[src/hw/rtl/i2cras_pkg.sv]
// Types and codes of the I2C register access sequencer
package i2cras_pkg;

    localparam int unsigned BYTE_W = 8;

    // request types
    localparam logic [1:0] REQ_WRITE = 2'd0;
    localparam logic [1:0] REQ_READ  = 2'd1;
    localparam logic [1:0] REQ_EVENT = 2'd2;

    // engine commands
    localparam logic [2:0] CMD_NONE  = 3'd0;
    localparam logic [2:0] CMD_START = 3'd1;
    localparam logic [2:0] CMD_SEND  = 3'd2;
    localparam logic [2:0] CMD_RECV  = 3'd3;
    localparam logic [2:0] CMD_STOP  = 3'd4;

    // error codes reported with the final stop
    localparam logic [2:0] ERR_OK          = 3'd0;
    localparam logic [2:0] ERR_ADDR_WR_NAK = 3'd1;
    localparam logic [2:0] ERR_REG_NAK     = 3'd2;
    localparam logic [2:0] ERR_DATA_NAK    = 3'd3;
    localparam logic [2:0] ERR_ADDR_RD_NAK = 3'd4;

    // engine status codes that abort
    localparam logic [BYTE_W-1:0] ST_ADDR_NACK    = 8'h20;
    localparam logic [BYTE_W-1:0] ST_DATA_NACK    = 8'h30;
    localparam logic [BYTE_W-1:0] ST_ADDR_RD_NACK = 8'h48;

    typedef struct packed {
        logic [1:0]        req_type;
        logic [BYTE_W-1:0] dev_addr;
        logic [BYTE_W-1:0] reg_addr;
        logic [BYTE_W-1:0] wr_data;
        logic [BYTE_W-1:0] bus_status;
        logic [BYTE_W-1:0] rx_byte;
    } t_item;

    typedef struct packed {
        logic              valid;
        logic [2:0]        cmd;
        logic [BYTE_W-1:0] cmd_byte;
        logic              done_res;
        logic [2:0]        error_code;
        logic [BYTE_W-1:0] rd_data;
    } t_res;

endpackage

[src/hw/rtl/i2cras_in_stage.sv]
// Input register stage with valid/stall handshake
module i2cras_in_stage import i2cras_pkg::*; (
    input  logic  i_clk,
    input  logic  i_rst_n,
    input  logic  i_in_valid,
    input  t_item i_item,
    input  logic  i_adv,
    output logic  o_in_stall,
    output logic  o_valid,
    output t_item o_item
);

    logic  r_valid;
    t_item r_item;

    // held item can only leave when the result side advances
    assign o_in_stall = r_valid && !i_adv;

    always_ff @(posedge i_clk) begin
        if (!i_rst_n) begin
            r_valid <= 1'b0;
        end else if (!o_in_stall) begin
            r_valid <= i_in_valid;
        end
    end

    always_ff @(posedge i_clk) begin
        if (i_in_valid && !o_in_stall) begin
            r_item <= i_item;
        end
    end

    assign o_valid = r_valid;
    assign o_item  = r_item;

endmodule

[src/hw/rtl/i2cras_seq.sv]
// Transaction phase machine: one item per cycle, yields zero or one command
module i2cras_seq import i2cras_pkg::*; (
    input  logic  i_clk,
    input  logic  i_rst_n,
    input  logic  i_fire,
    input  t_item i_item,
    output t_res  o_res
);

    typedef enum logic [2:0] {
        PH_IDLE    = 3'd0,
        PH_START   = 3'd1,
        PH_ADDR    = 3'd2,
        PH_REG     = 3'd3,
        PH_DATA    = 3'd4,
        PH_RSTART  = 3'd5,
        PH_ADDR_RD = 3'd6,
        PH_RX      = 3'd7
    } t_phase;

    t_phase            r_phase,   n_phase;
    logic              r_is_read, n_is_read;
    logic [BYTE_W-1:0] r_dev,     n_dev;
    logic [BYTE_W-1:0] r_reg,     n_reg;
    logic [BYTE_W-1:0] r_wr,      n_wr;
    t_res              res;

    always_comb begin
        n_phase   = r_phase;
        n_is_read = r_is_read;
        n_dev     = r_dev;
        n_reg     = r_reg;
        n_wr      = r_wr;
        res       = '0;

        if (i_fire) begin
            case (i_item.req_type)
                REQ_WRITE, REQ_READ: begin
                    // requests while busy are dropped
                    if (r_phase == PH_IDLE) begin
                        n_is_read = (i_item.req_type == REQ_READ);
                        n_dev     = i_item.dev_addr;
                        n_reg     = i_item.reg_addr;
                        n_wr      = i_item.wr_data;
                        n_phase   = PH_START;
                        res.valid = 1'b1;
                        res.cmd   = CMD_START;
                    end
                end
                REQ_EVENT: begin
                    res.valid = (r_phase != PH_IDLE);
                    case (r_phase)
                        PH_START: begin
                            n_phase      = PH_ADDR;
                            res.cmd      = CMD_SEND;
                            res.cmd_byte = r_dev ^ {{(BYTE_W-1){1'b0}}, r_is_read};
                        end
                        PH_ADDR: begin
                            if (i_item.bus_status == ST_ADDR_NACK) begin
                                n_phase        = PH_IDLE;
                                res.cmd        = CMD_STOP;
                                res.done_res   = 1'b1;
                                res.error_code = ERR_ADDR_WR_NAK;
                            end else begin
                                n_phase      = PH_REG;
                                res.cmd      = CMD_SEND;
                                res.cmd_byte = r_reg;
                            end
                        end
                        PH_REG: begin
                            if (i_item.bus_status == ST_DATA_NACK) begin
                                n_phase        = PH_IDLE;
                                res.cmd        = CMD_STOP;
                                res.done_res   = 1'b1;
                                res.error_code = ERR_REG_NAK;
                            end else if (r_is_read) begin
                                n_phase = PH_RSTART;
                                res.cmd = CMD_START;
                            end else begin
                                n_phase      = PH_DATA;
                                res.cmd      = CMD_SEND;
                                res.cmd_byte = r_wr;
                            end
                        end
                        PH_DATA: begin
                            n_phase      = PH_IDLE;
                            res.cmd      = CMD_STOP;
                            res.done_res = 1'b1;
                            if (i_item.bus_status == ST_DATA_NACK) begin
                                res.error_code = ERR_DATA_NAK;
                            end
                        end
                        PH_RSTART: begin
                            n_phase      = PH_ADDR_RD;
                            res.cmd      = CMD_SEND;
                            res.cmd_byte = r_dev;
                        end
                        PH_ADDR_RD: begin
                            if (i_item.bus_status == ST_ADDR_RD_NACK) begin
                                n_phase        = PH_IDLE;
                                res.cmd        = CMD_STOP;
                                res.done_res   = 1'b1;
                                res.error_code = ERR_ADDR_RD_NAK;
                            end else begin
                                n_phase = PH_RX;
                                res.cmd = CMD_RECV;
                            end
                        end
                        PH_RX: begin
                            n_phase      = PH_IDLE;
                            res.cmd      = CMD_STOP;
                            res.done_res = 1'b1;
                            res.rd_data  = i_item.rx_byte;
                        end
                        default: begin
                            // idle: events are dropped
                            res.valid = 1'b0;
                        end
                    endcase
                end
                default: begin
                    // unused request code: no effect
                    res.valid = 1'b0;
                end
            endcase
        end
    end

    always_ff @(posedge i_clk) begin
        if (!i_rst_n) begin
            r_phase   <= PH_IDLE;
            r_is_read <= 1'b0;
            r_dev     <= '0;
            r_reg     <= '0;
            r_wr      <= '0;
        end else begin
            r_phase   <= n_phase;
            r_is_read <= n_is_read;
            r_dev     <= n_dev;
            r_reg     <= n_reg;
            r_wr      <= n_wr;
        end
    end

    assign o_res = res;

endmodule

[src/hw/rtl/i2cras_out_stage.sv]
// Result register with valid/stall handshake
module i2cras_out_stage import i2cras_pkg::*; (
    input  logic i_clk,
    input  logic i_rst_n,
    input  t_res i_res,
    input  logic i_out_stall,
    output logic o_adv,
    output t_res o_res
);

    logic r_valid;
    t_res r_res;

    // register free or being emptied this cycle
    assign o_adv = !r_valid || !i_out_stall;

    always_ff @(posedge i_clk) begin
        if (!i_rst_n) begin
            r_valid <= 1'b0;
        end else if (o_adv) begin
            r_valid <= i_res.valid;
        end
    end

    always_ff @(posedge i_clk) begin
        if (o_adv && i_res.valid) begin
            r_res <= i_res;
        end
    end

    always_comb begin
        o_res       = r_res;
        o_res.valid = r_valid;
    end

endmodule

[src/hw/rtl/i2c_register_access_sequencer.sv]
// Top level of the I2C register access sequencer
//
//  channel | valid      | stall       | payload
//  --------+------------+-------------+---------------------------------------------
//  input   | i_in_valid | o_in_stall  | i_req_type i_dev_addr i_reg_addr i_wr_data
//          |            |             | i_bus_status i_rx_byte
//  result  | o_out_valid| i_out_stall | o_cmd o_cmd_byte o_done_res o_error_code
//          |            |             | o_rd_data
//
// One item per clock sustained while the result side is not stalled. Two register
// stages: the input register captures the item, then the result register loads the
// result the phase machine makes from it once the result side can advance.
// Synchronous active-low reset clears the phase machine and both valid flags.
// A stalled result holds; the input side stalls only while the input register holds
// an item and the result register is full and stalled. Items that give no result
// (request while busy, event while idle, unused request code) still pass through
// both stages.
module i2c_register_access_sequencer import i2cras_pkg::*; (
    input  logic              i_clk,
    input  logic              i_rst_n,
    input  logic              i_in_valid,
    output logic              o_in_stall,
    input  logic [1:0]        i_req_type,
    input  logic [BYTE_W-1:0] i_dev_addr,
    input  logic [BYTE_W-1:0] i_reg_addr,
    input  logic [BYTE_W-1:0] i_wr_data,
    input  logic [BYTE_W-1:0] i_bus_status,
    input  logic [BYTE_W-1:0] i_rx_byte,
    output logic              o_out_valid,
    input  logic              i_out_stall,
    output logic [2:0]        o_cmd,
    output logic [BYTE_W-1:0] o_cmd_byte,
    output logic              o_done_res,
    output logic [2:0]        o_error_code,
    output logic [BYTE_W-1:0] o_rd_data
);

    t_item in_item;
    t_item held_item;
    logic  held_valid;
    logic  adv;
    t_res  seq_res;
    t_res  out_res;

    always_comb begin
        in_item.req_type   = i_req_type;
        in_item.dev_addr   = i_dev_addr;
        in_item.reg_addr   = i_reg_addr;
        in_item.wr_data    = i_wr_data;
        in_item.bus_status = i_bus_status;
        in_item.rx_byte    = i_rx_byte;
    end

    // stage 1: capture the item
    i2cras_in_stage u_in (
        .i_clk      (i_clk),
        .i_rst_n    (i_rst_n),
        .i_in_valid (i_in_valid),
        .i_item     (in_item),
        .i_adv      (adv),
        .o_in_stall (o_in_stall),
        .o_valid    (held_valid),
        .o_item     (held_item)
    );

    // phase machine acts on the held item only when the result slot can take it,
    // so state moves exactly once per item and in arrival order
    i2cras_seq u_seq (
        .i_clk   (i_clk),
        .i_rst_n (i_rst_n),
        .i_fire  (held_valid && adv),
        .i_item  (held_item),
        .o_res   (seq_res)
    );

    // stage 2: result register toward the byte engine
    i2cras_out_stage u_out (
        .i_clk       (i_clk),
        .i_rst_n     (i_rst_n),
        .i_res       (seq_res),
        .i_out_stall (i_out_stall),
        .o_adv       (adv),
        .o_res       (out_res)
    );

    assign o_out_valid  = out_res.valid;
    assign o_cmd        = out_res.cmd;
    assign o_cmd_byte   = out_res.cmd_byte;
    assign o_done_res   = out_res.done_res;
    assign o_error_code = out_res.error_code;
    assign o_rd_data    = out_res.rd_data;

endmodule

[config.mk]
export PLATFORM = sky130hd
export DESIGN_NAME = i2c_register_access_sequencer
export DESIGN_NICKNAME = d
export VERILOG_FILES = /design/src/hw/rtl/i2cras_pkg.sv /design/src/hw/rtl/i2cras_in_stage.sv /design/src/hw/rtl/i2cras_seq.sv /design/src/hw/rtl/i2cras_out_stage.sv /design/src/hw/rtl/i2c_register_access_sequencer.sv
export SDC_FILE = /design/constraint.sdc
export NUM_CORES = 1
export LEC_CHECK = 0
export BUFFER_PORTS_ARGS = -buffer_cell sky130_fd_sc_hd__buf_2
export CAP_MARGIN = 20
export CORE_MARGIN = 3
export CORE_UTILIZATION = 54
export DETAILED_ROUTE_END_ITERATION = 16
export GPL_TIMING_DRIVEN = 0
export PLACE_DENSITY = 0.9
export SLEW_MARGIN = 20
export SYNTH_ARGS = -nofsm -noshare
export SYNTH_HDL_FRONTEND = slang
export SYNTH_HIERARCHICAL = 1
export SYNTH_SLANG_ARGS = --single-unit
[constraint.sdc]
create_clock -name i_clk -period 3.44 [get_ports i_clk]
set_input_delay 0.516 -clock i_clk [delete_from_list [all_inputs] [get_ports i_clk]]
set_output_delay 0.516 -clock i_clk [all_outputs]
set_load 0.01 [all_outputs]
After elaboration in Yosys (flattened, before gate mapping)
Cells that the tools add are included.
{"block": "word_totals", "latchBits": 0, "n_memories": 0, "rom_bits": 0, "ff_bits": 95, "wordCells": 83, "ram_bits": 0}
{"block": "classes", "bitwise": 1, "n_mux": 29, "n_lt_le_gt_ge": 0, "n_addsub": 0, "shifts": 0, "eq_ne": 14, "div_mod_pow": 0, "multipliers": 0, "n_reduce_logical": 21}
{"operator": "$mux 8", "count": 4}
{"operator": "$pmux 8 s4", "count": 1}
{"operator": "$mux 24", "count": 1}
{"operator": "$mux 20", "count": 1}
{"operator": "$mux 3", "count": 6}
{"operator": "$pmux 3 s6", "count": 1}
{"operator": "$eq 8x6->1 const B", "count": 2}
{"operator": "$mux 4", "count": 4}
{"operator": "$pmux 3 s5", "count": 1}
{"operator": "$eq 3x3->1 const B", "count": 4}
{"operator": "$pmux 3 s2", "count": 2}
{"operator": "$pmux 3 s4", "count": 1}
{"operator": "$eq 8x7->1 const B", "count": 1}
{"operator": "$xor 8x1->8", "count": 1}
{"operator": "$ne 7x7->1 const B", "count": 1}
{"operator": "$reduce_or 7->1", "count": 1}
{"operator": "$eq 3x2->1 const B", "count": 2}
{"operator": "$mux 2", "count": 3}
{"operator": "$reduce_and 3->1", "count": 2}
{"operator": "$reduce_or 2->1", "count": 3}
{"operator": "$logic_and 1x1->1", "count": 4}
{"operator": "$logic_not 1->1", "count": 4}
{"operator": "$pmux 1 s4", "count": 1}
{"operator": "$reduce_and 4->1", "count": 1}
{"operator": "other kinds (12)", "count": 13}

Logic depth before layout (Yosys ltp)
{"block": "depth", "depth_word": 6, "ltp_mapped": 7, "depth_no_buf": 7}

Hierarchy
Netlist, hierarchy kept.
{"mod": "i2cras_seq", "seq_area_each_um2": 560.5, "cells_each": 208, "n_inst": 1, "area_per_inst_um2": 1496.4}
{"mod": "i2cras_in_stage", "seq_area_each_um2": 1281.2, "cells_each": 46, "n_inst": 1, "area_per_inst_um2": 1308.8}
{"mod": "i2cras_out_stage", "seq_area_each_um2": 710.7, "cells_each": 29, "n_inst": 1, "area_per_inst_um2": 739.5}
{"mod": "i2c_register_access_sequencer", "seq_area_each_um2": 0.0, "cells_each": 1, "n_inst": 1, "area_per_inst_um2": 6.3}

Worst setup path after synthesis
No wires, ideal clock.
{"block": "synth_timing", "kind": "input -> register", "from": "input i_out_stall", "to": "register u_in.r_item, in the netlist u_in/o_item[0], enable pin", "setup_slack_ns": 0.406, "setup_ns": 0.446, "cell_stages": 3, "arrival_ns": 2.588, "cell_sequence": "nand2_1 nor2b_4 nor2b_1"}
{"block": "synth_between", "elab_chain_cells": 6}
{"item": "start, declared", "line_no": "i2c_register_access_sequencer.sv:30", "text": "input logic i_out_stall,"}
{"item": "$logic_not 1->1", "line_no": "i2cras_out_stage.sv:15", "text": "assign o_adv = !r_valid || !i_out_stall;"}
{"item": "$logic_or 1x1->1", "line_no": "i2cras_out_stage.sv:15"}
{"item": "$logic_not 1->1", "line_no": "i2cras_in_stage.sv:17", "text": "assign o_in_stall = r_valid && !i_adv;"}
{"item": "$logic_and 1x1->1", "line_no": "i2cras_in_stage.sv:17"}
{"item": "named net o_in_stall", "line_no": "i2c_register_access_sequencer.sv:22", "text": "output logic o_in_stall,"}
{"item": "$logic_not 1->1"}
{"item": "$logic_and 1x1->1", "line_no": "i2cras_in_stage.sv:28", "text": "if (i_in_valid && !o_in_stall) begin"}
{"item": "end signal, assigned", "line_no": "i2cras_in_stage.sv:29", "text": "r_item <= i_item;"}
{"item": "end, declared", "line_no": "i2cras_in_stage.sv:14", "text": "t_item r_item;"}
The timed path passes the listed nets, and every way through them passes these cells.
A chain may end at the register's enable or synchronous reset.

==> run metrics <==
Worst Hold End u_in/o_item[11]; delay-heaviest family, CP simple AND/OR/NAND/NOR gates; hold_buf cts 0; VDD IR-drop max 382 uV; Leakage 1.49 nW; Die ar. 7580 um2; Resized cells post-CTS 0; Period Utilization, post-route 76.2%; hold path start i_bus_status[3]; switching part of the total between 20% and 30%; crit-path max cell delay 0.82 ns; final std cells w/o fill 446; Antenna Nets Post-Route 0; Setup Viol. Count Final 0; Crit. End Element register; Std-Cell Rows 28; CP Buf/Inv Count 1; WL final around 6.4 mm; Placed Cells 430; CP Class reg -> reg; critical-path cell list buf_2 > nor4_1 > nand2_1 > nand2_1 > and2_1; Synth warnings 6; first-pass GRT wire length 11.0 mm; R2R Path End u_out/o_res[5]; Syn Inst Count 284; routability cong. 0.928; share of power burned in registers ~62%; cell-internal power between 1.5 and 2 mW; CTS tree yes; Fin Clk Skew 0.00919 ns; I/O Pins 71; Tightest Pin Transition just over 1 ns; Vias per Instance 5.46; Port Buffers 70; worst min path class in -> reg; Synth cell types 34; Worst Path Max Fanout 23; final worst slack approximately 0.82 ns; initial antenna violation count 0; clock root buffer clkbuf_8; nets between 400 and 500; status finished clean; syn_nets 330; CP required between 3 and 4 ns; H-tree depth 3; number of CTS-inserted buffers 9; DR pass1 iterations 5; post-layout minimum cycle time 2.62 ns; Hold Path Cell Cnt 1; Clock transition at path regs roughly 0.09 ns; combinational power share between 5 and 6%; postcts setup bufs 0; Crit-path slowest cell and2_1; Avg Synthesized Cell Area 12.5 um2; # DRC 0; worst slack, placed 0.663 ns; Worst slew margin 32.2%; worst-skew pair later-pin latency 0.36 ns; vias in the first global route 2429; clock share of power 32.1%; crit start category register; Clock Sinks 95; Syn-to-layout area delta 18.3%; Critical Path AT 2.61 ns; Global Route Usage Sum around a fifth; max-slew violations 0; flip-flop count of the largest register after layout 42; r2r worst-path depth 5; DR iter-0 viols 163; ant diodes 0; Initial Utilization 57.9%; total grt overflow 0; FMAX 381 MHz; FF+latch count, synth 95; pin count of the biggest net entering global routing 34; placeable core area 6130 um2; Final Hold Viols 0; Max-Cap Viols 0; Worst R2R Start u_seq/r_phase[0]; Die Width 87.1 um; Die Ht around 87 um; sw power 0.477 mW; DPL Wire Length 4.60 mm; Cell Area, Synth 3550 um2; PwrDens 492 nW/um2; register-to-register setup slack 0.82 ns; Crit path top cell by count nand2_1; unrepaired setup endpoints after global routing false; Vias 2433; Seq/Total Area, Yosys 71.9%; drt wl/cell 14.4 um; CTS max path bufs 2; share of cells above drive strength 1 around a quarter
[metrics by stage]
stage / util (%) / power (mW) / hold WS (ns) / setup TNS (ns) / cell area (um2)
after floorplan: - / 1.37 / 0.436 / 0 / 3550
after global placement: 65.2 / 1.42 / 0.442 / -7.85 / 4000
after detailed placement: 65.6 / 1.43 / 0.447 / 0 / 4020
final: 68.5 / 2.07 / 0.323 / 0 / 4200
after CTS: 68.5 / 2.09 / 0.298 / 0 / 4200
after global routing: 68.5 / 2.17 / 0.288 / 0 / 4200
[worst max path at each step]
| stage | start | cells after the start | to | slack, ns |
|---|---|---|---|---|
| 5_1_grt | u_seq/r_phase[0] | 5 | u_out/o_res[20] | 0.59 |
| 4_1_cts | u_seq/r_phase[0] | 5 | u_out/o_res[20] | 0.80 |
| 6_report | u_seq/r_phase[0] | 5 | u_out/o_res[5] | 0.82 |
| 3_3_place_gp | i_out_stall | 4 | u_in/o_item[28] | -0.19 |
| 3_5_place_dp | i_out_stall | 7 | u_out/o_res[3] | 0.66 |
| 2_1_floorplan | i_out_stall | 3 | u_in/o_item[0] | 0.41 |
[metal layers]
| metal | GRT usage (%) | vias up | share of wire (%) |
|---|---|---|---|
| li1 | - | 1190 | - |
| met5 | 0 | - | 0 |
| met3 | 6.72 | 18 | 8.2 |
| met4 | 7.39 | 0 | 2.4 |
| met1 | 22.6 | 1116 | 38 |
| met2 | 32.2 | 109 | 51 |
[power by group through the flow]
stage | combinational (mW) | clock, mW | sequential, mW
2_1_floorplan | 0.0550 | 0 | 1.32
6_report | 0.113 | 0.663 | 1.29
4_1_cts | 0.114 | 0.685 | 1.29
3_5_place_dp | 0.113 | 0 | 1.32
5_1_grt | 0.127 | 0.749 | 1.30
3_3_place_gp | 0.106 | 0 | 1.32
[cells by family after synthesis]
| logic type | after synthesis | synth area share (%) |
|---|---|---|
| and+or+nand+nor | 107 | 14.8 |
| DFF | 95 | 71.9 |
| AOI/OAI and AO/OA | 63 | 10.6 |
| buffers and inverters | 17 | 2.22 |
| xor gates and xnor gates | 2 | 0.493 |
[area by class of cell]
type                    count  area (um2)
inverters                   4        15.0
plain buffers              13        63.8
well taps                  75        93.8
fillers                   443        1930
flip-flops and latches     95        2550
clock buffers               9         124
multi-input cells         172         927
clock inverters             7        55.1
repair buffers             71         370
[cell usage in the layout, fill, tap and decap left out, types with 2 or more instances in the layout]
cell and count:
o21ai_0 4, clkbuf_8 9, clkbuf_1 7, a21oi_1 41, inv_8 2, nand2b_1 4, a22oi_1 8, inv_1 3
clkinvlp_4 3, buf_2 73, dfxtp_1 30, nor2b_4 2, buf_4 3, nor2b_1 2, nor3_1 2, nand2_1 66
nor2_1 7, edfxtp_1 65, a311oi_1 3, nand3b_1 3, nor4_1 5, and2_1 11
[Yosys cell counts (all sizes together)]
cell type / n / area share [%]
a311oi: 4 / 1.2
nor4bb: 1 / 0.28
inv: 4 / 0.42
o32ai: 1 / 0.25
dfxtp: 30 / 17
o31a: 1 / 0.25
buf: 6 / 1.1
or4b: 1 / 0.28
nand3b: 3 / 0.63
o21ai: 4 / 0.56
and3b: 1 / 0.25
o31ai: 1 / 0.21
nor4: 5 / 0.88
nor3: 3 / 0.56
nand2: 66 / 7.0
edfxtp: 65 / 55
a22oi: 8 / 1.7
a2111oi: 1 / 0.25
and2: 11 / 1.9
o211ai: 1 / 0.21
a21oi: 41 / 5.8
clkbuf: 7 / 0.74
o21a: 1 / 0.21
xnor2: 1 / 0.25
nand2b: 4 / 0.70
nor2: 7 / 0.74
xor2: 1 / 0.25
nor2b: 4 / 0.92
nor4b: 1 / 0.67
(Power assumes the default switching activity.)
